[src/hdl/rmch_pkg.sv]
// ----------------------------------------------------------------------------
// rmch_pkg
// Shared widths, request codes and the multiply-accumulate microprogram of
// the closest-hit ray caster.
// ----------------------------------------------------------------------------
package rmch_pkg;

    localparam int MAX_V     = 4096;
    localparam int MAX_T     = 4096;
    localparam int V_AW      = 12;
    localparam int T_AW      = 12;
    localparam int CNT_W     = 13;
    localparam int COORD_W   = 32;
    localparam int DIR_W     = 18;
    localparam int ED_W      = COORD_W + 1;
    localparam int IDX_W     = 12;
    localparam int OPA_W     = 102;
    localparam int OPB_W     = 34;
    localparam int CHUNK_W   = 34;
    localparam int MUL_STEPS = OPA_W / CHUNK_W;
    localparam int PROD_W    = OPA_W + OPB_W;
    localparam int CR_W      = 68;
    localparam int SC_W      = 104;
    localparam int NUMT_W    = 102;
    localparam int QUO_W     = NUMT_W + 16;
    localparam int DEN_W     = 88;
    localparam int TC_W      = 101;
    localparam int SQ_W      = 67;
    localparam int IN_DATA_W  = 200;
    localparam int OUT_DATA_W = 144;

    localparam logic [CNT_W-1:0] MAX_V_CNT = CNT_W'(MAX_V);
    localparam logic [CNT_W-1:0] MAX_T_CNT = CNT_W'(MAX_T);

    // request kinds on the input tuser
    localparam logic [1:0] REQ_VTX  = 2'd0;
    localparam logic [1:0] REQ_TRI  = 2'd1;
    localparam logic [1:0] REQ_CAST = 2'd2;

    // configuration register indexes
    localparam logic REG_VCNT = 1'b0;
    localparam logic REG_TCNT = 1'b1;

    // wide operand selects
    localparam logic [3:0] A_DIR0 = 4'd0;
    localparam logic [3:0] A_DIR1 = 4'd1;
    localparam logic [3:0] A_DIR2 = 4'd2;
    localparam logic [3:0] A_REL0 = 4'd3;
    localparam logic [3:0] A_REL1 = 4'd4;
    localparam logic [3:0] A_REL2 = 4'd5;
    localparam logic [3:0] A_CRA0 = 4'd6;
    localparam logic [3:0] A_CRA1 = 4'd7;
    localparam logic [3:0] A_CRA2 = 4'd8;
    localparam logic [3:0] A_CRB0 = 4'd9;
    localparam logic [3:0] A_CRB1 = 4'd10;
    localparam logic [3:0] A_CRB2 = 4'd11;
    localparam logic [3:0] A_TC   = 4'd12;

    // narrow operand selects
    localparam logic [3:0] B_DIR0 = 4'd0;
    localparam logic [3:0] B_DIR1 = 4'd1;
    localparam logic [3:0] B_DIR2 = 4'd2;
    localparam logic [3:0] B_ED10 = 4'd3;
    localparam logic [3:0] B_ED11 = 4'd4;
    localparam logic [3:0] B_ED12 = 4'd5;
    localparam logic [3:0] B_ED20 = 4'd6;
    localparam logic [3:0] B_ED21 = 4'd7;
    localparam logic [3:0] B_ED22 = 4'd8;
    localparam logic [3:0] B_REL0 = 4'd9;
    localparam logic [3:0] B_REL1 = 4'd10;
    localparam logic [3:0] B_REL2 = 4'd11;

    // accumulator destinations
    localparam logic [3:0] D_NONE = 4'd0;
    localparam logic [3:0] D_CRA0 = 4'd1;
    localparam logic [3:0] D_CRA1 = 4'd2;
    localparam logic [3:0] D_CRA2 = 4'd3;
    localparam logic [3:0] D_CRB0 = 4'd4;
    localparam logic [3:0] D_CRB1 = 4'd5;
    localparam logic [3:0] D_CRB2 = 4'd6;
    localparam logic [3:0] D_DEN  = 4'd7;
    localparam logic [3:0] D_NUMU = 4'd8;
    localparam logic [3:0] D_NUMV = 4'd9;
    localparam logic [3:0] D_NUMT = 4'd10;
    localparam logic [3:0] D_HX   = 4'd11;
    localparam logic [3:0] D_HY   = 4'd12;
    localparam logic [3:0] D_HZ   = 4'd13;

    localparam logic [4:0] PC_TRI_LAST = 5'd23;
    localparam logic [4:0] PC_HIT0     = 5'd24;
    localparam logic [4:0] PC_HIT_LAST = 5'd26;

    typedef struct packed {
        logic [3:0] a_sel;
        logic [3:0] b_sel;
        logic       neg;
        logic       first;
        logic [3:0] dst;
    } t_uop;

    function automatic t_uop uop_at(input logic [4:0] pc);
        t_uop u;
        case (pc)
            5'd0:  u = '{A_DIR1, B_ED22, 1'b0, 1'b1, D_NONE};
            5'd1:  u = '{A_DIR2, B_ED21, 1'b1, 1'b0, D_CRA0};
            5'd2:  u = '{A_DIR2, B_ED20, 1'b0, 1'b1, D_NONE};
            5'd3:  u = '{A_DIR0, B_ED22, 1'b1, 1'b0, D_CRA1};
            5'd4:  u = '{A_DIR0, B_ED21, 1'b0, 1'b1, D_NONE};
            5'd5:  u = '{A_DIR1, B_ED20, 1'b1, 1'b0, D_CRA2};
            5'd6:  u = '{A_CRA0, B_ED10, 1'b0, 1'b1, D_NONE};
            5'd7:  u = '{A_CRA1, B_ED11, 1'b0, 1'b0, D_NONE};
            5'd8:  u = '{A_CRA2, B_ED12, 1'b0, 1'b0, D_DEN};
            5'd9:  u = '{A_CRA0, B_REL0, 1'b0, 1'b1, D_NONE};
            5'd10: u = '{A_CRA1, B_REL1, 1'b0, 1'b0, D_NONE};
            5'd11: u = '{A_CRA2, B_REL2, 1'b0, 1'b0, D_NUMU};
            5'd12: u = '{A_REL1, B_ED12, 1'b0, 1'b1, D_NONE};
            5'd13: u = '{A_REL2, B_ED11, 1'b1, 1'b0, D_CRB0};
            5'd14: u = '{A_REL2, B_ED10, 1'b0, 1'b1, D_NONE};
            5'd15: u = '{A_REL0, B_ED12, 1'b1, 1'b0, D_CRB1};
            5'd16: u = '{A_REL0, B_ED11, 1'b0, 1'b1, D_NONE};
            5'd17: u = '{A_REL1, B_ED10, 1'b1, 1'b0, D_CRB2};
            5'd18: u = '{A_CRB0, B_DIR0, 1'b0, 1'b1, D_NONE};
            5'd19: u = '{A_CRB1, B_DIR1, 1'b0, 1'b0, D_NONE};
            5'd20: u = '{A_CRB2, B_DIR2, 1'b0, 1'b0, D_NUMV};
            5'd21: u = '{A_CRB0, B_ED20, 1'b0, 1'b1, D_NONE};
            5'd22: u = '{A_CRB1, B_ED21, 1'b0, 1'b0, D_NONE};
            5'd23: u = '{A_CRB2, B_ED22, 1'b0, 1'b0, D_NUMT};
            5'd24: u = '{A_TC,   B_DIR0, 1'b0, 1'b1, D_HX};
            5'd25: u = '{A_TC,   B_DIR1, 1'b0, 1'b1, D_HY};
            5'd26: u = '{A_TC,   B_DIR2, 1'b0, 1'b1, D_HZ};
            default: u = '{A_TC, B_DIR0, 1'b0, 1'b1, D_NONE};
        endcase
        return u;
    endfunction

endpackage

[src/hdl/rmch_div.sv]
// ----------------------------------------------------------------------------
// rmch_div
// Unsigned restoring divider, one quotient bit per cycle.
// ----------------------------------------------------------------------------
module rmch_div (
    input  logic                            i_clk,
    input  logic                            i_rst_n,
    input  logic                            i_start,
    input  logic [rmch_pkg::QUO_W-1:0]      i_num,
    input  logic [rmch_pkg::DEN_W-1:0]      i_den,
    output logic                            o_done,
    output logic [rmch_pkg::QUO_W-1:0]      o_quo
);

    logic [rmch_pkg::QUO_W-1:0] r_n;
    logic [rmch_pkg::QUO_W-1:0] r_q;
    logic [rmch_pkg::DEN_W-1:0] r_den;
    logic [rmch_pkg::DEN_W-1:0] r_rem;
    logic [6:0]                 r_cnt;
    logic                       r_busy;
    logic                       r_done;
    logic [rmch_pkg::DEN_W:0]   w_sh;
    logic                       w_ge;

    assign w_sh = {r_rem, r_n[rmch_pkg::QUO_W-1]};
    assign w_ge = w_sh >= {1'b0, r_den};

    always_ff @(posedge i_clk) begin
        if (!i_rst_n) begin
            r_busy <= 1'b0;
            r_done <= 1'b0;
        end else begin
            r_done <= 1'b0;
            if (i_start) begin
                r_n    <= i_num;
                r_den  <= i_den;
                r_rem  <= '0;
                r_q    <= '0;
                r_cnt  <= '0;
                r_busy <= 1'b1;
            end else if (r_busy) begin
                r_rem <= w_ge ? rmch_pkg::DEN_W'(w_sh - {1'b0, r_den})
                              : rmch_pkg::DEN_W'(w_sh);
                r_q   <= {r_q[rmch_pkg::QUO_W-2:0], w_ge};
                r_n   <= r_n << 1;
                r_cnt <= r_cnt + 7'd1;
                if (r_cnt == 7'(rmch_pkg::QUO_W - 1)) begin
                    r_busy <= 1'b0;
                    r_done <= 1'b1;
                end
            end
        end
    end

    assign o_done = r_done;
    assign o_quo  = r_q;

endmodule

[config.mk]
export PLATFORM = sky130hd
export DESIGN_NAME = rmch_div
export DESIGN_NICKNAME = d
export VERILOG_FILES = /design/src/hdl/rmch_pkg.sv /design/src/hdl/rmch_div.sv
export SDC_FILE = /design/constraint.sdc
export NUM_CORES = 1
export LEC_CHECK = 0
export CORE_MARGIN = 2
export CORE_UTILIZATION = 35
export DETAILED_ROUTE_END_ITERATION = 10
export DONT_BUFFER_PORTS = 1
export GPL_ROUTABILITY_DRIVEN = 0
export PLACE_DENSITY = 0.62
export SYNTH_ARGS = -nofsm -noshare
export SYNTH_HDL_FRONTEND = slang
export SYNTH_SLANG_ARGS = --single-unit
[constraint.sdc]
create_clock -name i_clk -period 10.5 [get_ports i_clk]
set_clock_uncertainty 0.05 [all_clocks]
set_input_delay 1.05 -clock i_clk [delete_from_list [all_inputs] [get_ports i_clk]]
set_output_delay 1.05 -clock i_clk [all_outputs]
set_load 0.005 [all_outputs]
; Word-level counts from Yosys, hierarchy flattened
; Index checks and enable logic that the tools add are counted.
[op_classes]
n_addsub = 2
n_lt_le_gt_ge = 1
n_eq_ne = 1
muxes = 10
bitwise = 2
n_reduce_logical = 4
[op_table]
columns = cell, count
row1 = $mux 118, 3
row2 = $mux 88, 2
row3 = $ge 89x88->1, 1
row4 = $sub 88x88->88, 1
row5 = $add 7x1->7 const B, 1
row6 = $eq 7x7->1 const B, 1
row7 = $mux 7, 1
row8 = $mux 1, 4
row9 = $reduce_and 2->1, 2
row10 = $reduce_or 3->1, 1
row11 = $not 1->1, 2
row12 = $reduce_bool 2->1, 1
[word_totals]
reg_bits = 421
in_bits = 209
word_cells = 27

; Longest topological paths before layout
[depth]
word_depth = 4
ltp_mapped = 18
mapped_depth_nobuf = 14

; Least setup slack after synthesis
; No wires, ideal clock.
[synth_path]
kind = input to register
startpoint = input port i_start
endpoint = register r_busy
setup_time_ps = 90
arrival_time_ps = 9805
setup_slack_ps = 555
cell_stages = 4
path_buffers = 2
path_cell_list = clkbuf_1 > clkbuf_1 > o21a_1 > o31a_1
[synth_between]
elab_chain_cells = 1
[synth_lines]
columns = element, line
row1 = "start, declared", rmch_div.sv:8  ; input logic i_start,
row2 = $mux 1, rmch_div.sv:34  ; if (i_start) begin
row3 = "end signal, assigned", rmch_div.sv:30  ; r_busy <= 1'b0;
row4 = "end signal, assigned", rmch_div.sv:40  ; r_busy <= 1'b1;
row5 = "end signal, assigned", rmch_div.sv:48  ; r_busy <= 1'b0;
row6 = "end, declared", rmch_div.sv:20  ; logic r_busy;
; Every way passes these cells.
; A chain may end at the register's enable or synchronous reset.

; Final worst setup path
[layout_path]
startpoint = register r_rem[9] (netlist name)
endpoint = register r_rem[17] (netlist name), data pin
[layout_between]
elab_chain_cells = 3
word_cells_on_any_way = 4
classes_between = add/sub: 1 / order compare: 1 / mux: 2
[layout_lines]
columns = element, line
row1 = "start, declared", rmch_div.sv:18  ; logic [rmch_pkg::DEN_W-1:0] r_rem;
row2 = "start signal, assigned", rmch_div.sv:42  ; r_rem <= w_ge ? rmch_pkg::DEN_W'(w_sh - {1'b0, r_den})
row3 = $sub 88x88->88 or $ge 89x88->1 (tied branches), "rmch_div.sv:42, rmch_div.sv:26"
row4 = $mux 88 *, rmch_div.sv:42
row5 = $mux 88 *, rmch_div.sv:41  ; end else if (r_busy) begin
; Mark *: on every way between the ends. The rest lies on a longest branch, timed or not. The select of a mux whose other input is x is not followed.

==> results.ini <==
[critical_path]
rrSetupSlack_ps=5610
crit_type=flop to flop
arrival_ps=5160
reg2reg_to=r_rem[17]$_SDFFCE_PP0P_
ff2ff_path_depth=12
cp.required_ps=10770
start_kind=flop
end_kind=flop
rr_startpoint=r_rem[9]$_SDFFCE_PP0P_
cp_max_fo=50

[clock_tree]
root_buffer=clkbuf_16
ctsResizeCount=0
insertion_delay_ps=620
cts_hold_buf=0
clkSlewWorstSetupHoldPaths_ps=60
cts_made_buffers=49
cts_buffer_depth=3
postCtsSetupRepairBufs=0
clock-sinks=421
htreeDepth=2
tritoncts=done

[layout]
area_delta_synth_final_pct=10.4
nets=2111
stdcell_count=2701
drive_gt1_share_pct=12.7

[sta]
final.period_utilization_pct=46.6
setup_tns_ps=0
fin_ws_ps=5610
rsz0062_at_grt=false
finalMaxSlewViolations=0
worst_slew_pin_slew_ps=1380
holdWs_ps=431
slew_headroom_pct=7.88
min_period_ps=4890
setup_violations=0
fmax_ghz=0.204
final_hold_viol_count=0

[global_route]
overflow=0
grt_pass1_wl_mm=84.3
grtUsageTotal_pct=16.3
first_global_vias=14400
antenna_found_initial=25
grt_max_degree=319

[power]
power_uw=4660
cellPowerDensity_nw_per_um2=191
leakagePower_uw=0.00901
vdd_drop_max_v=0.000128

[place]
placed_cells=2606
portBuffers=0
dp_slack_ps=5660
dp_hpwl_mm=38.6

[logic_synthesis]
yosys_most_used_dff=edfxtp_1
synth.distinct_cells=74
postSynthCellCount=1847
syn_area_um2=22200
synth_nets=2147
ys_ff_latch=421
ys.warnings.count=0
synth-async-reset-ratio_pct=0
avgSynthCellArea_um2=12.0
synth.yosys.seq_area_share_pct=56.9
synth_edf_count=419

[routing]
dr_total_vias=14100
drt_drc_violations_left=0
post_drt_wl_per_cell_um=20.2
ant_nets=0
drtIter0Drc=1200
wl_mm=54.6
via_per_inst=5.23
first_pass_iters=6

[job]
maxCapViolations=0

[status]
outcome=complete, no violations

[die]
start_util_pct=35.3
dieArea_um2=65400
core_um2=62900
die_w_um=256
ioPinCount=328
die_h_um=256
rows=92

[hold_path]
whs_path_depth=2
hp-class=flop to flop
min-delay-start=r_busy$_SDFF_PN0_
min_to=o_done$_SDFF_PP0_

area by class of cell:
cell class	count	area (um^2)
clock buffers	58	1260
well taps	846	1060
flip-flops and latches	421	12600
clock inverters	31	338
diodes	6	15.0
inverters	119	447
repair buffers	6	45.0
multi-input cells	1214	8680
fillers	6102	38400
cells in the mapped netlist, drive strengths merged (9+ instances only):
master,instances,area (um^2)
nand2,99,372
nand4,39,244
edfxtp,419,12600
a22o,16,140
a21oi,132,672
nor2,147,568
mux2i,51,510
nor2b,123,769
xnor2,53,464
nor4,10,68.8
o21ai,74,370
inv,119,447
a211oi,26,240
mux2,117,1320
o21a,12,90.1
xor2,34,298
buf,37,229
a21o,23,173
clkbuf,56,210
nor3,17,85.1
and2,9,56.3
nand3,18,90.1
o21bai,21,158
ha,90,1130
cell families (layout without fill, tap and decap cells):
kind of cell | count (synthesis) | count (layout) | synth area share [%]
buffers and inverters | 212 | 214 | 4.00
XOR/XNOR | 87 | 87 | 3.44
adder cells (fa/ha/maj) | 91 | 91 | 5.17
AND/OR/NAND/NOR | 496 | 496 | 11.3
other | 0 | 6 | 0
flip-flops | 421 | 421 | 56.9
multiplexers | 168 | 168 | 8.25
AO/OA/AOI/OAI | 372 | 372 | 10.9
worst max path at each step:
stage | start | endpoint | slack (ps) | depth (start not counted)
CTS | r_rem[9]$_SDFFCE_PP0P_ | r_rem[84]$_SDFFCE_PP0P_ | 5620 | 12
detailed placement | r_rem[10]$_SDFFCE_PP0P_ | r_rem[17]$_SDFFCE_PP0P_ | 5660 | 12
global placement | r_rem[14]$_SDFFCE_PP0P_ | r_rem[10]$_SDFFCE_PP0P_ | 5840 | 12
global route | r_den[1]$_DFFE_PP_ | r_rem[71]$_SDFFCE_PP0P_ | 5330 | 14
finish | r_rem[9]$_SDFFCE_PP0P_ | r_rem[17]$_SDFFCE_PP0P_ | 5610 | 12
floorplan | i_start | r_busy$_SDFF_PN0_ | 550 | 4
metrics by stage:
stage	cell area, um^2	util, %
2_1_floorplan	22200	-
3_3_place_gp	22800	36.4
3_5_place_dp	22800	36.4
4_1_cts	24400	38.9
5_1_grt	24500	38.9
6_report	24500	38.9
worst max-delay path: stages (launching register included):
cell,delay [ps]
edfxtp_1,400
ha_1,450
and4_4,290
nand3_1,90
o31ai_2,470
a22oi_2,190
a31o_2,320
a21oi_2,200
or2_1,260
a31o_4,670
buf_4,690
mux2i_1,290
nor2_1,50
power breakdown:
group / switching [uW] / internal [uW]
clock: 729 / 968
sequential: 64.5 / 2020
combinational: 529 / 357
sequential cells by signal (all words and copies together), names as in the netlist:
| register | count |
|---|---|
| o_done | 1 |
| r_den | 88 |
| o_quo | 118 |
| r_busy | 1 |
| r_cnt | 7 |
| r_n | 118 |
| r_rem | 88 |
cell usage in the layout, fill, tap and decap left out, types with 5 or more instances in the layout:
| cell | netlist | routed |
|---|---|---|
| a22o_1 | 16 | 16 |
| a21oi_1 | 129 | 129 |
| a31oi_1 | 6 | 6 |
| edfxtp_1 | 419 | 419 |
| nand2b_1 | 7 | 7 |
| nor3_1 | 17 | 17 |
| xor2_1 | 34 | 34 |
| mux2i_1 | 51 | 51 |
| diode_2 | 0 | 6 |
| o211ai_1 | 8 | 8 |
| ha_1 | 90 | 90 |
| nand2_1 | 99 | 99 |
| buf_4 | 6 | 6 |
| a21o_1 | 23 | 23 |
| nand3_1 | 18 | 18 |
| mux2_2 | 117 | 117 |
| o21bai_1 | 21 | 21 |
| and3_1 | 6 | 6 |
| and2_1 | 9 | 8 |
| clkbuf_1 | 56 | 9 |
| a21boi_0 | 5 | 5 |
| xnor2_1 | 53 | 53 |
| nor2b_1 | 123 | 123 |
| nor4_1 | 9 | 9 |
| nor2_1 | 146 | 146 |
| o21a_1 | 12 | 11 |
| o21ai_0 | 71 | 71 |
| or3_1 | 6 | 6 |
| clkinv_2 | 0 | 14 |
| inv_1 | 118 | 118 |
| nand4_1 | 39 | 39 |
| a211oi_2 | 9 | 9 |
| o31a_1 | 6 | 6 |
| a211oi_1 | 17 | 17 |
| clkbuf_16 | 0 | 49 |
| o31ai_1 | 6 | 6 |
routing by layer:
metal	vias up	routed length, um	part of all wire (%)	track usage (%)
met5	-	184	0.34	0
met4	26	1360	2.5	4.50
met3	116	4780	8.7	5.62
met2	459	25700	47	26.8
met1	6837	22700	41	20.4
li1	6695	-	-	-
(Power assumes the default switching activity.)
