`config.mk`:
```
export PLATFORM = sky130hd
export DESIGN_NAME = rmch_mul
export DESIGN_NICKNAME = d
export VERILOG_FILES = /design/src/hdl/rmch_pkg.sv /design/src/hdl/rmch_mul.sv
export SDC_FILE = /design/constraint.sdc
export NUM_CORES = 2
export LEC_CHECK = 0
export BUFFER_PORTS_ARGS = -buffer_cell sky130_fd_sc_hd__buf_2
export CAP_MARGIN = 20
export CORE_UTILIZATION = 52
export DETAILED_ROUTE_END_ITERATION = 16
export PLACE_DENSITY = 0.69
export REMOVE_ABC_BUFFERS = 1
export SYNTH_ARGS = -nofsm -noshare
export SYNTH_HDL_FRONTEND = slang
export SYNTH_SLANG_ARGS = --single-unit
```
`constraint.sdc`:
```
create_clock -name i_clk -period 16.05 [get_ports i_clk]
set_input_delay 3.21 -clock i_clk [delete_from_list [all_inputs] [get_ports i_clk]]
set_output_delay 3.21 -clock i_clk [all_outputs]
set_load 0.1 [all_outputs]
```
`src/hdl/rmch_pkg.sv`:
```
// ----------------------------------------------------------------------------
// rmch_pkg
// Shared widths, request codes and the multiply-accumulate microprogram of
// the closest-hit ray caster.
// ----------------------------------------------------------------------------
package rmch_pkg;

    localparam int MAX_V     = 4096;
    localparam int MAX_T     = 4096;
    localparam int V_AW      = 12;
    localparam int T_AW      = 12;
    localparam int CNT_W     = 13;
    localparam int COORD_W   = 32;
    localparam int DIR_W     = 18;
    localparam int ED_W      = COORD_W + 1;
    localparam int IDX_W     = 12;
    localparam int OPA_W     = 102;
    localparam int OPB_W     = 34;
    localparam int CHUNK_W   = 34;
    localparam int MUL_STEPS = OPA_W / CHUNK_W;
    localparam int PROD_W    = OPA_W + OPB_W;
    localparam int CR_W      = 68;
    localparam int SC_W      = 104;
    localparam int NUMT_W    = 102;
    localparam int QUO_W     = NUMT_W + 16;
    localparam int DEN_W     = 88;
    localparam int TC_W      = 101;
    localparam int SQ_W      = 67;
    localparam int IN_DATA_W  = 200;
    localparam int OUT_DATA_W = 144;

    localparam logic [CNT_W-1:0] MAX_V_CNT = CNT_W'(MAX_V);
    localparam logic [CNT_W-1:0] MAX_T_CNT = CNT_W'(MAX_T);

    // request kinds on the input tuser
    localparam logic [1:0] REQ_VTX  = 2'd0;
    localparam logic [1:0] REQ_TRI  = 2'd1;
    localparam logic [1:0] REQ_CAST = 2'd2;

    // configuration register indexes
    localparam logic REG_VCNT = 1'b0;
    localparam logic REG_TCNT = 1'b1;

    // wide operand selects
    localparam logic [3:0] A_DIR0 = 4'd0;
    localparam logic [3:0] A_DIR1 = 4'd1;
    localparam logic [3:0] A_DIR2 = 4'd2;
    localparam logic [3:0] A_REL0 = 4'd3;
    localparam logic [3:0] A_REL1 = 4'd4;
    localparam logic [3:0] A_REL2 = 4'd5;
    localparam logic [3:0] A_CRA0 = 4'd6;
    localparam logic [3:0] A_CRA1 = 4'd7;
    localparam logic [3:0] A_CRA2 = 4'd8;
    localparam logic [3:0] A_CRB0 = 4'd9;
    localparam logic [3:0] A_CRB1 = 4'd10;
    localparam logic [3:0] A_CRB2 = 4'd11;
    localparam logic [3:0] A_TC   = 4'd12;

    // narrow operand selects
    localparam logic [3:0] B_DIR0 = 4'd0;
    localparam logic [3:0] B_DIR1 = 4'd1;
    localparam logic [3:0] B_DIR2 = 4'd2;
    localparam logic [3:0] B_ED10 = 4'd3;
    localparam logic [3:0] B_ED11 = 4'd4;
    localparam logic [3:0] B_ED12 = 4'd5;
    localparam logic [3:0] B_ED20 = 4'd6;
    localparam logic [3:0] B_ED21 = 4'd7;
    localparam logic [3:0] B_ED22 = 4'd8;
    localparam logic [3:0] B_REL0 = 4'd9;
    localparam logic [3:0] B_REL1 = 4'd10;
    localparam logic [3:0] B_REL2 = 4'd11;

    // accumulator destinations
    localparam logic [3:0] D_NONE = 4'd0;
    localparam logic [3:0] D_CRA0 = 4'd1;
    localparam logic [3:0] D_CRA1 = 4'd2;
    localparam logic [3:0] D_CRA2 = 4'd3;
    localparam logic [3:0] D_CRB0 = 4'd4;
    localparam logic [3:0] D_CRB1 = 4'd5;
    localparam logic [3:0] D_CRB2 = 4'd6;
    localparam logic [3:0] D_DEN  = 4'd7;
    localparam logic [3:0] D_NUMU = 4'd8;
    localparam logic [3:0] D_NUMV = 4'd9;
    localparam logic [3:0] D_NUMT = 4'd10;
    localparam logic [3:0] D_HX   = 4'd11;
    localparam logic [3:0] D_HY   = 4'd12;
    localparam logic [3:0] D_HZ   = 4'd13;

    localparam logic [4:0] PC_TRI_LAST = 5'd23;
    localparam logic [4:0] PC_HIT0     = 5'd24;
    localparam logic [4:0] PC_HIT_LAST = 5'd26;

    typedef struct packed {
        logic [3:0] a_sel;
        logic [3:0] b_sel;
        logic       neg;
        logic       first;
        logic [3:0] dst;
    } t_uop;

    function automatic t_uop uop_at(input logic [4:0] pc);
        t_uop u;
        case (pc)
            5'd0:  u = '{A_DIR1, B_ED22, 1'b0, 1'b1, D_NONE};
            5'd1:  u = '{A_DIR2, B_ED21, 1'b1, 1'b0, D_CRA0};
            5'd2:  u = '{A_DIR2, B_ED20, 1'b0, 1'b1, D_NONE};
            5'd3:  u = '{A_DIR0, B_ED22, 1'b1, 1'b0, D_CRA1};
            5'd4:  u = '{A_DIR0, B_ED21, 1'b0, 1'b1, D_NONE};
            5'd5:  u = '{A_DIR1, B_ED20, 1'b1, 1'b0, D_CRA2};
            5'd6:  u = '{A_CRA0, B_ED10, 1'b0, 1'b1, D_NONE};
            5'd7:  u = '{A_CRA1, B_ED11, 1'b0, 1'b0, D_NONE};
            5'd8:  u = '{A_CRA2, B_ED12, 1'b0, 1'b0, D_DEN};
            5'd9:  u = '{A_CRA0, B_REL0, 1'b0, 1'b1, D_NONE};
            5'd10: u = '{A_CRA1, B_REL1, 1'b0, 1'b0, D_NONE};
            5'd11: u = '{A_CRA2, B_REL2, 1'b0, 1'b0, D_NUMU};
            5'd12: u = '{A_REL1, B_ED12, 1'b0, 1'b1, D_NONE};
            5'd13: u = '{A_REL2, B_ED11, 1'b1, 1'b0, D_CRB0};
            5'd14: u = '{A_REL2, B_ED10, 1'b0, 1'b1, D_NONE};
            5'd15: u = '{A_REL0, B_ED12, 1'b1, 1'b0, D_CRB1};
            5'd16: u = '{A_REL0, B_ED11, 1'b0, 1'b1, D_NONE};
            5'd17: u = '{A_REL1, B_ED10, 1'b1, 1'b0, D_CRB2};
            5'd18: u = '{A_CRB0, B_DIR0, 1'b0, 1'b1, D_NONE};
            5'd19: u = '{A_CRB1, B_DIR1, 1'b0, 1'b0, D_NONE};
            5'd20: u = '{A_CRB2, B_DIR2, 1'b0, 1'b0, D_NUMV};
            5'd21: u = '{A_CRB0, B_ED20, 1'b0, 1'b1, D_NONE};
            5'd22: u = '{A_CRB1, B_ED21, 1'b0, 1'b0, D_NONE};
            5'd23: u = '{A_CRB2, B_ED22, 1'b0, 1'b0, D_NUMT};
            5'd24: u = '{A_TC,   B_DIR0, 1'b0, 1'b1, D_HX};
            5'd25: u = '{A_TC,   B_DIR1, 1'b0, 1'b1, D_HY};
            5'd26: u = '{A_TC,   B_DIR2, 1'b0, 1'b1, D_HZ};
            default: u = '{A_TC, B_DIR0, 1'b0, 1'b1, D_NONE};
        endcase
        return u;
    endfunction

endpackage

```
`src/hdl/rmch_mul.sv`:
```
// ----------------------------------------------------------------------------
// rmch_mul
// Signed wide-by-narrow multiplier, one 34x34 partial product per cycle.
// ----------------------------------------------------------------------------
module rmch_mul (
    input  logic                                 i_clk,
    input  logic                                 i_rst_n,
    input  logic                                 i_start,
    input  logic signed [rmch_pkg::OPA_W-1:0]    i_a,
    input  logic signed [rmch_pkg::OPB_W-1:0]    i_b,
    input  logic                                 i_neg,
    output logic                                 o_done,
    output logic signed [rmch_pkg::PROD_W-1:0]   o_res
);

    logic [rmch_pkg::OPA_W-1:0]    r_am;
    logic [rmch_pkg::OPB_W-1:0]    r_bm;
    logic                          r_sgn;
    logic [rmch_pkg::PROD_W-1:0]   r_acc;
    logic [1:0]                    r_cnt;
    logic                          r_busy;
    logic                          r_done;
    logic signed [rmch_pkg::PROD_W-1:0] r_res;
    logic [2*rmch_pkg::CHUNK_W-1:0] w_pp;

    // top chunk first, accumulator shifts up one chunk per step
    assign w_pp = r_am[rmch_pkg::OPA_W-1 -: rmch_pkg::CHUNK_W] * r_bm;

    always_ff @(posedge i_clk) begin
        if (!i_rst_n) begin
            r_busy <= 1'b0;
            r_done <= 1'b0;
        end else begin
            r_done <= 1'b0;
            if (i_start) begin
                r_am   <= i_a[rmch_pkg::OPA_W-1] ? -i_a : i_a;
                r_bm   <= i_b[rmch_pkg::OPB_W-1] ? -i_b : i_b;
                r_sgn  <= i_a[rmch_pkg::OPA_W-1] ^ i_b[rmch_pkg::OPB_W-1] ^ i_neg;
                r_acc  <= '0;
                r_cnt  <= '0;
                r_busy <= 1'b1;
            end else if (r_busy) begin
                if (r_cnt == 2'(rmch_pkg::MUL_STEPS)) begin
                    r_res  <= r_sgn ? -$signed(r_acc) : $signed(r_acc);
                    r_done <= 1'b1;
                    r_busy <= 1'b0;
                end else begin
                    r_acc <= (r_acc << rmch_pkg::CHUNK_W) + rmch_pkg::PROD_W'(w_pp);
                    r_am  <= r_am << rmch_pkg::CHUNK_W;
                    r_cnt <= r_cnt + 2'd1;
                end
            end
        end
    end

    assign o_done = r_done;
    assign o_res  = r_res;

endmodule

```
**After elaboration in Yosys (flattened, before gate mapping)**

Cells that the tools add are included.

- Equal/unequal tests: 2
- Divide/modulo/power cells: 0
- Reduce and logical (&&, ||, !) cells: 5
- $mul: 1
- Order comparisons: 0
- Muxes and demuxes: 14
- Bitwise logic cells: 5
- Add/sub/neg operators: 5
- Shifts and indexed selects: 0

Operators with widths:

| cell | number |
|---|---|
| $mux 102 | 4 |
| $mux 136 | 3 |
| $add 136x68->136 | 1 |
| $neg 136->136 | 1 |
| $neg 102->102 | 1 |
| $mul 34x34->68 | 1 |
| $neg 34->34 | 1 |
| $mux 33 | 1 |
| $mux 1 | 4 |
| $mux 2 | 2 |
| $reduce_and 4->1 | 1 |
| $not 1->1 | 3 |
| $reduce_and 3->1 | 1 |
| $reduce_or 3->1 | 1 |
| $add 2x1->2 const B | 1 |
| $eq 2x2->1 const B | 1 |
| $ne 2x2->1 const B | 1 |
| $reduce_and 2->1 | 1 |
| $reduce_bool 2->1 | 1 |
| $xor 1x1->1 | 2 |

- Output and inout port bits: 137
- ROM bits: 0
- Latch bits: 0
- Memories: 0
- Register bits: 413
- Input bits: 140
- Memory bits (writable): 0

**Depth between registers and ports, before layout**

- Depth after elaboration: 4
- Mapped depth: 30

**Least setup slack after synthesis**

No wires, ideal clock.

- Path type: input-to-reg
- Start point: input i_start
- End point: register r_acc[0] (netlist bit) (enable)
- Cell stages on the path: 4
- Buffers on the path: 3
- Data arrival time: 9,408 ps
- Setup slack: 6,019 ps
- Setup time: 623 ps
- Cell sequence: clkbuf_1 > clkbuf_1 > buf_1 > o21a_1

- Cells in the longest elaborated chain, start to end: 2
- Elaborated cells between the ends (all ways): 3

RTL lines:

| item | RTL line | text |
|---|---|---|
| start: declaration | rmch_mul.sv:8 | `input logic i_start,` |
| $ne 2x2->1 (no line) or $reduce_bool 2->1 (tied branches) | -- |  |
| $reduce_and 3->1 (no line) * | -- |  |
| end signal: assignment | rmch_mul.sv:48 | `r_acc <= (r_acc << rmch_pkg::CHUNK_W) + rmch_pkg::PROD_W'(w_pp);` |
| end: declaration | rmch_mul.sv:19 | `logic [rmch_pkg::PROD_W-1:0] r_acc;` |

Mark *: on every way between the ends. The rest lies on a longest branch, timed or not.
A chain may end at the register's enable or synchronous reset.

**Final worst setup path**

- Start point: register r_am[99] (netlist bit)
- End point: register r_acc[128] (netlist bit), data pin

- Cells in the longest elaborated chain, start to end: 4

RTL lines:

| item | RTL line | text |
|---|---|---|
| start: declaration | rmch_mul.sv:16 | `logic [rmch_pkg::OPA_W-1:0] r_am;` |
| start signal: assignment | rmch_mul.sv:36 | `r_am <= i_a[rmch_pkg::OPA_W-1] ? -i_a : i_a;` |
| start signal: assignment | rmch_mul.sv:49 | `r_am <= r_am << rmch_pkg::CHUNK_W;` |
| $mul 34x34->68 | rmch_mul.sv:27 | `assign w_pp = r_am[rmch_pkg::OPA_W-1 -: rmch_pkg::CHUNK_W] * r_bm;` |
| $add 136x68->136 | rmch_mul.sv:48 |  |
| $mux 136 | rmch_mul.sv:43 | `if (r_cnt == 2'(rmch_pkg::MUL_STEPS)) begin` |
| $mux 136 | rmch_mul.sv:42 | `end else if (r_busy) begin` |

No other way between the ends. The select of a mux whose other input is x is not followed.

==> run metrics <==
outcome completed; HPWL Detailed between 100000 and 150000 um; DP Worst Slack 6611 ps; proportion of layout cells with a drive suffix above 1 0.08309; placed cells ~8000; register area share after synthesis 0.2007; Die Height between 300 and 400 um; Data required, critical path approximately 16000 ps; Main synth FF type edfxtp_1; Residual DRC 0; CTS root buf clkbuf_16; clk sinks 413; clk buf depth 3; Rows ~130; post-route ant nets 0; Slowest-stage cell, CP edfxtp_1; vias in the first global route between 40000 and 50000; CTS Hold Buffers Added 0; DRT iter0 DRCs 3785; Net count, final just over 8000; Critical Path AT 9940 ps; slowest stage delay, CP between 800 and 900 ps; number of post-CTS setup repair buffers 0; fill count roughly 10000; fin. max-slew vios 0; CP most frequent cell fa_1; Hold Violations, Final 0; async set-or-reset flop fraction in the synthesized netlist 0; P&R area growth vs syn 7.065%; design area 66060 um^2; # IOs 277; non-filler cells, final 8111; Area after DPL 64270 um^2; endpoints failing setup 0; global-route wire length before repair around 290000 um; Avg Inst Size Synth around 9.5 um^2; Starting Density 0.5233; Max Freq approximately 0.10 GHz; CTS tree built; Num CTS Buffers 48; GRT Util Overall 0.3122; distinct cell type count after synthesis 72; Setup Crit Path Kind register to register; Worst-Margin Slew 1150 ps; clock-pin slew on the worst setup and hold paths ~70 ps; crit path buf inv count 5; Min-Delay Path Class register to register; Via density between 5 and 6; PostCTS Resize Cnt 0; Tmin final between 9000 and 10000 ps; PortBufs between 200 and 300; final setup TNS 0 ps; RSZ-0062 raised after global routing no; CORE AREA 117900 um^2; Worst Path Max Fanout 19; largest net degree at the start of global routing around 140; Clock Skew about 40 ps; final worst slack 6494 ps; initial antenna violation count 11; CP Cell Sequence buf_4 > and2_1 > fa_1 > fa_1 > fa_1 > inv_1 > fa_1 > fa_1 > inv_1 > fa_1 > fa_1 > inv_1 > fa_1 > inv_1 > ha_1 > and3_1 > nand2_1 > or3_1 > a21oi_1 > nand2_1 > a21boi_0 > o21ai_1 > a2111oi_0 > mux2_2; Synth Instances approximately 6500; WL/cell around 23 um; routed via count approximately 46000; Die Footprint about 120000 um^2; Die W between 300 and 400 um; worst rel slew slack 0.2334; # H-tree levels 2; EDFF count, synth around 410; drt pass-1 iters 5; synthesis-stage register bit count a little over 400; GRT overflow 0; Synth Cell Area 61700 um^2; critical path startpoint category register; crit share post-route 0.5954; critical path's top delay family adder cells; Routability Congestion 0.9971; Routed WL 184000 um; number of max-cap violations 0; Clk Latency, worst-skew pair ~660 ps; Worst setup EP type register; yosys warns 0
-- cells in the mapped netlist, types with 19 or more instances --
cell	count	area share
a21o_1	60	0.0073
a21oi_1	180	0.015
and2_1	602	0.061
and3_1	27	0.0027
clkbuf_1	345	0.021
edfxtp_1	411	0.20
fa_1	1059	0.34
ha_1	314	0.064
inv_1	1195	0.073
mux2_2	55	0.010
nand2_1	782	0.048
nand2b_1	22	0.0022
nand3_1	70	0.0057
nand4_1	49	0.0050
nor2_1	250	0.015
nor2b_1	52	0.0053
nor3_1	58	0.0047
nor4_1	34	0.0034
o21ai_0	141	0.011
o21bai_1	23	0.0028
o31ai_1	72	0.0088
o41ai_1	41	0.0058
or2_2	19	0.0019
or3_1	75	0.0076
or4_1	45	0.0055
xnor2_1	220	0.031
xor2_1	110	0.016
-- final timing paths --
| path | from | end | slack [ps] | depth (start not counted) |
|---|---|---|---|---|
| worst min register to register | r_am[56] | r_am[90] | 550 | 1 |
| worst max-delay path | r_am[99] | r_acc[128] | 6490 | 24 |
| worst min-delay path | r_am[56] | r_am[90] | 550 | 1 |
| worst max register to register | r_am[99] | r_acc[128] | 6490 | 24 |
-- area by class of cell --
| cell class | count | area [um^2] | area share |
|---|---|---|---|
| diodes | 4 | 10.01 | 0.0001515 |
| clock buffers | 51 | 1212 | 0.01835 |
| clock inverters | 39 | 573.1 | 0.008674 |
| inverters | 1195 | 4486 | 0.06790 |
| multi-input cells | 4515 | 43460 | 0.6578 |
| flip-flops and latches | 413 | 12380 | 0.1874 |
| well taps | 1536 | 1922 | 0.02909 |
| repair buffers | 358 | 2019 | 0.03057 |
-- registers in the layout, summed over array words and instances, names as in the netlist --
| name | count |
|---|---|
| o_res | 136 |
| r_acc | 136 |
| r_am | 102 |
| r_bm | 34 |
| r_cnt | 2 |
| o_done | 1 |
| r_busy | 1 |
| r_sgn | 1 |
-- cells by family (layout without fill, tap and decap cells) --
| kind of cell | after synthesis | in the layout | share of synthesized area |
|---|---|---|---|
| xor+xnor | 330 | 330 | 0.04684 |
| buf+inv | 1562 | 1643 | 0.09522 |
| mux | 56 | 56 | 0.01020 |
| simple gates | 2125 | 2125 | 0.1739 |
| other cells | 0 | 4 | 0 |
| fa+ha+maj | 1373 | 1373 | 0.4073 |
| flops | 413 | 413 | 0.2007 |
| compound gates | 631 | 631 | 0.06588 |
-- metal layers --
layer | track usage | wire, um | vias to the layer above
met5 | 0 | 94 | -
li1 | - | - | 20410
met2 | 0.5045 | 84440 | 2341
met3 | 0.06091 | 16720 | 504
met4 | 0.1205 | 8393 | 14
met1 | 0.4153 | 74330 | 23210
-- cells in the final DEF, fill, tap and decap left out, types with 19 or more instances in the layout --
cell type and count:
inv_1 1195, fa_1 1059, nand2_1 782, and2_1 601, edfxtp_1 411, ha_1 314
buf_2 275, nor2_1 250, xnor2_1 220, a21oi_1 180, o21ai_0 141, xor2_1 110
buf_4 81, or3_1 75, o31ai_1 72, nand3_1 70, a21o_1 60, nor3_1 58
mux2_2 55, nor2b_1 52, nand4_1 49, clkbuf_16 48, or4_1 45, o41ai_1 41
nor4_1 34, and3_1 27, o21bai_1 23, nand2b_1 22, or2_2 19
-- per-stage QoR --
step | hold slack [ps] | utilization
after floorplan | 512.8 | -
after global placement | 528.5 | 0.5449
after detailed placement | 533.5 | 0.5450
after CTS | 548.9 | 0.5601
after global routing | 558.7 | 0.5602
final | 547.6 | 0.5602
Power is left out: the tool's default activity adds up to more than one toggle a clock period on the data nets, which glitch-free logic cannot reach.
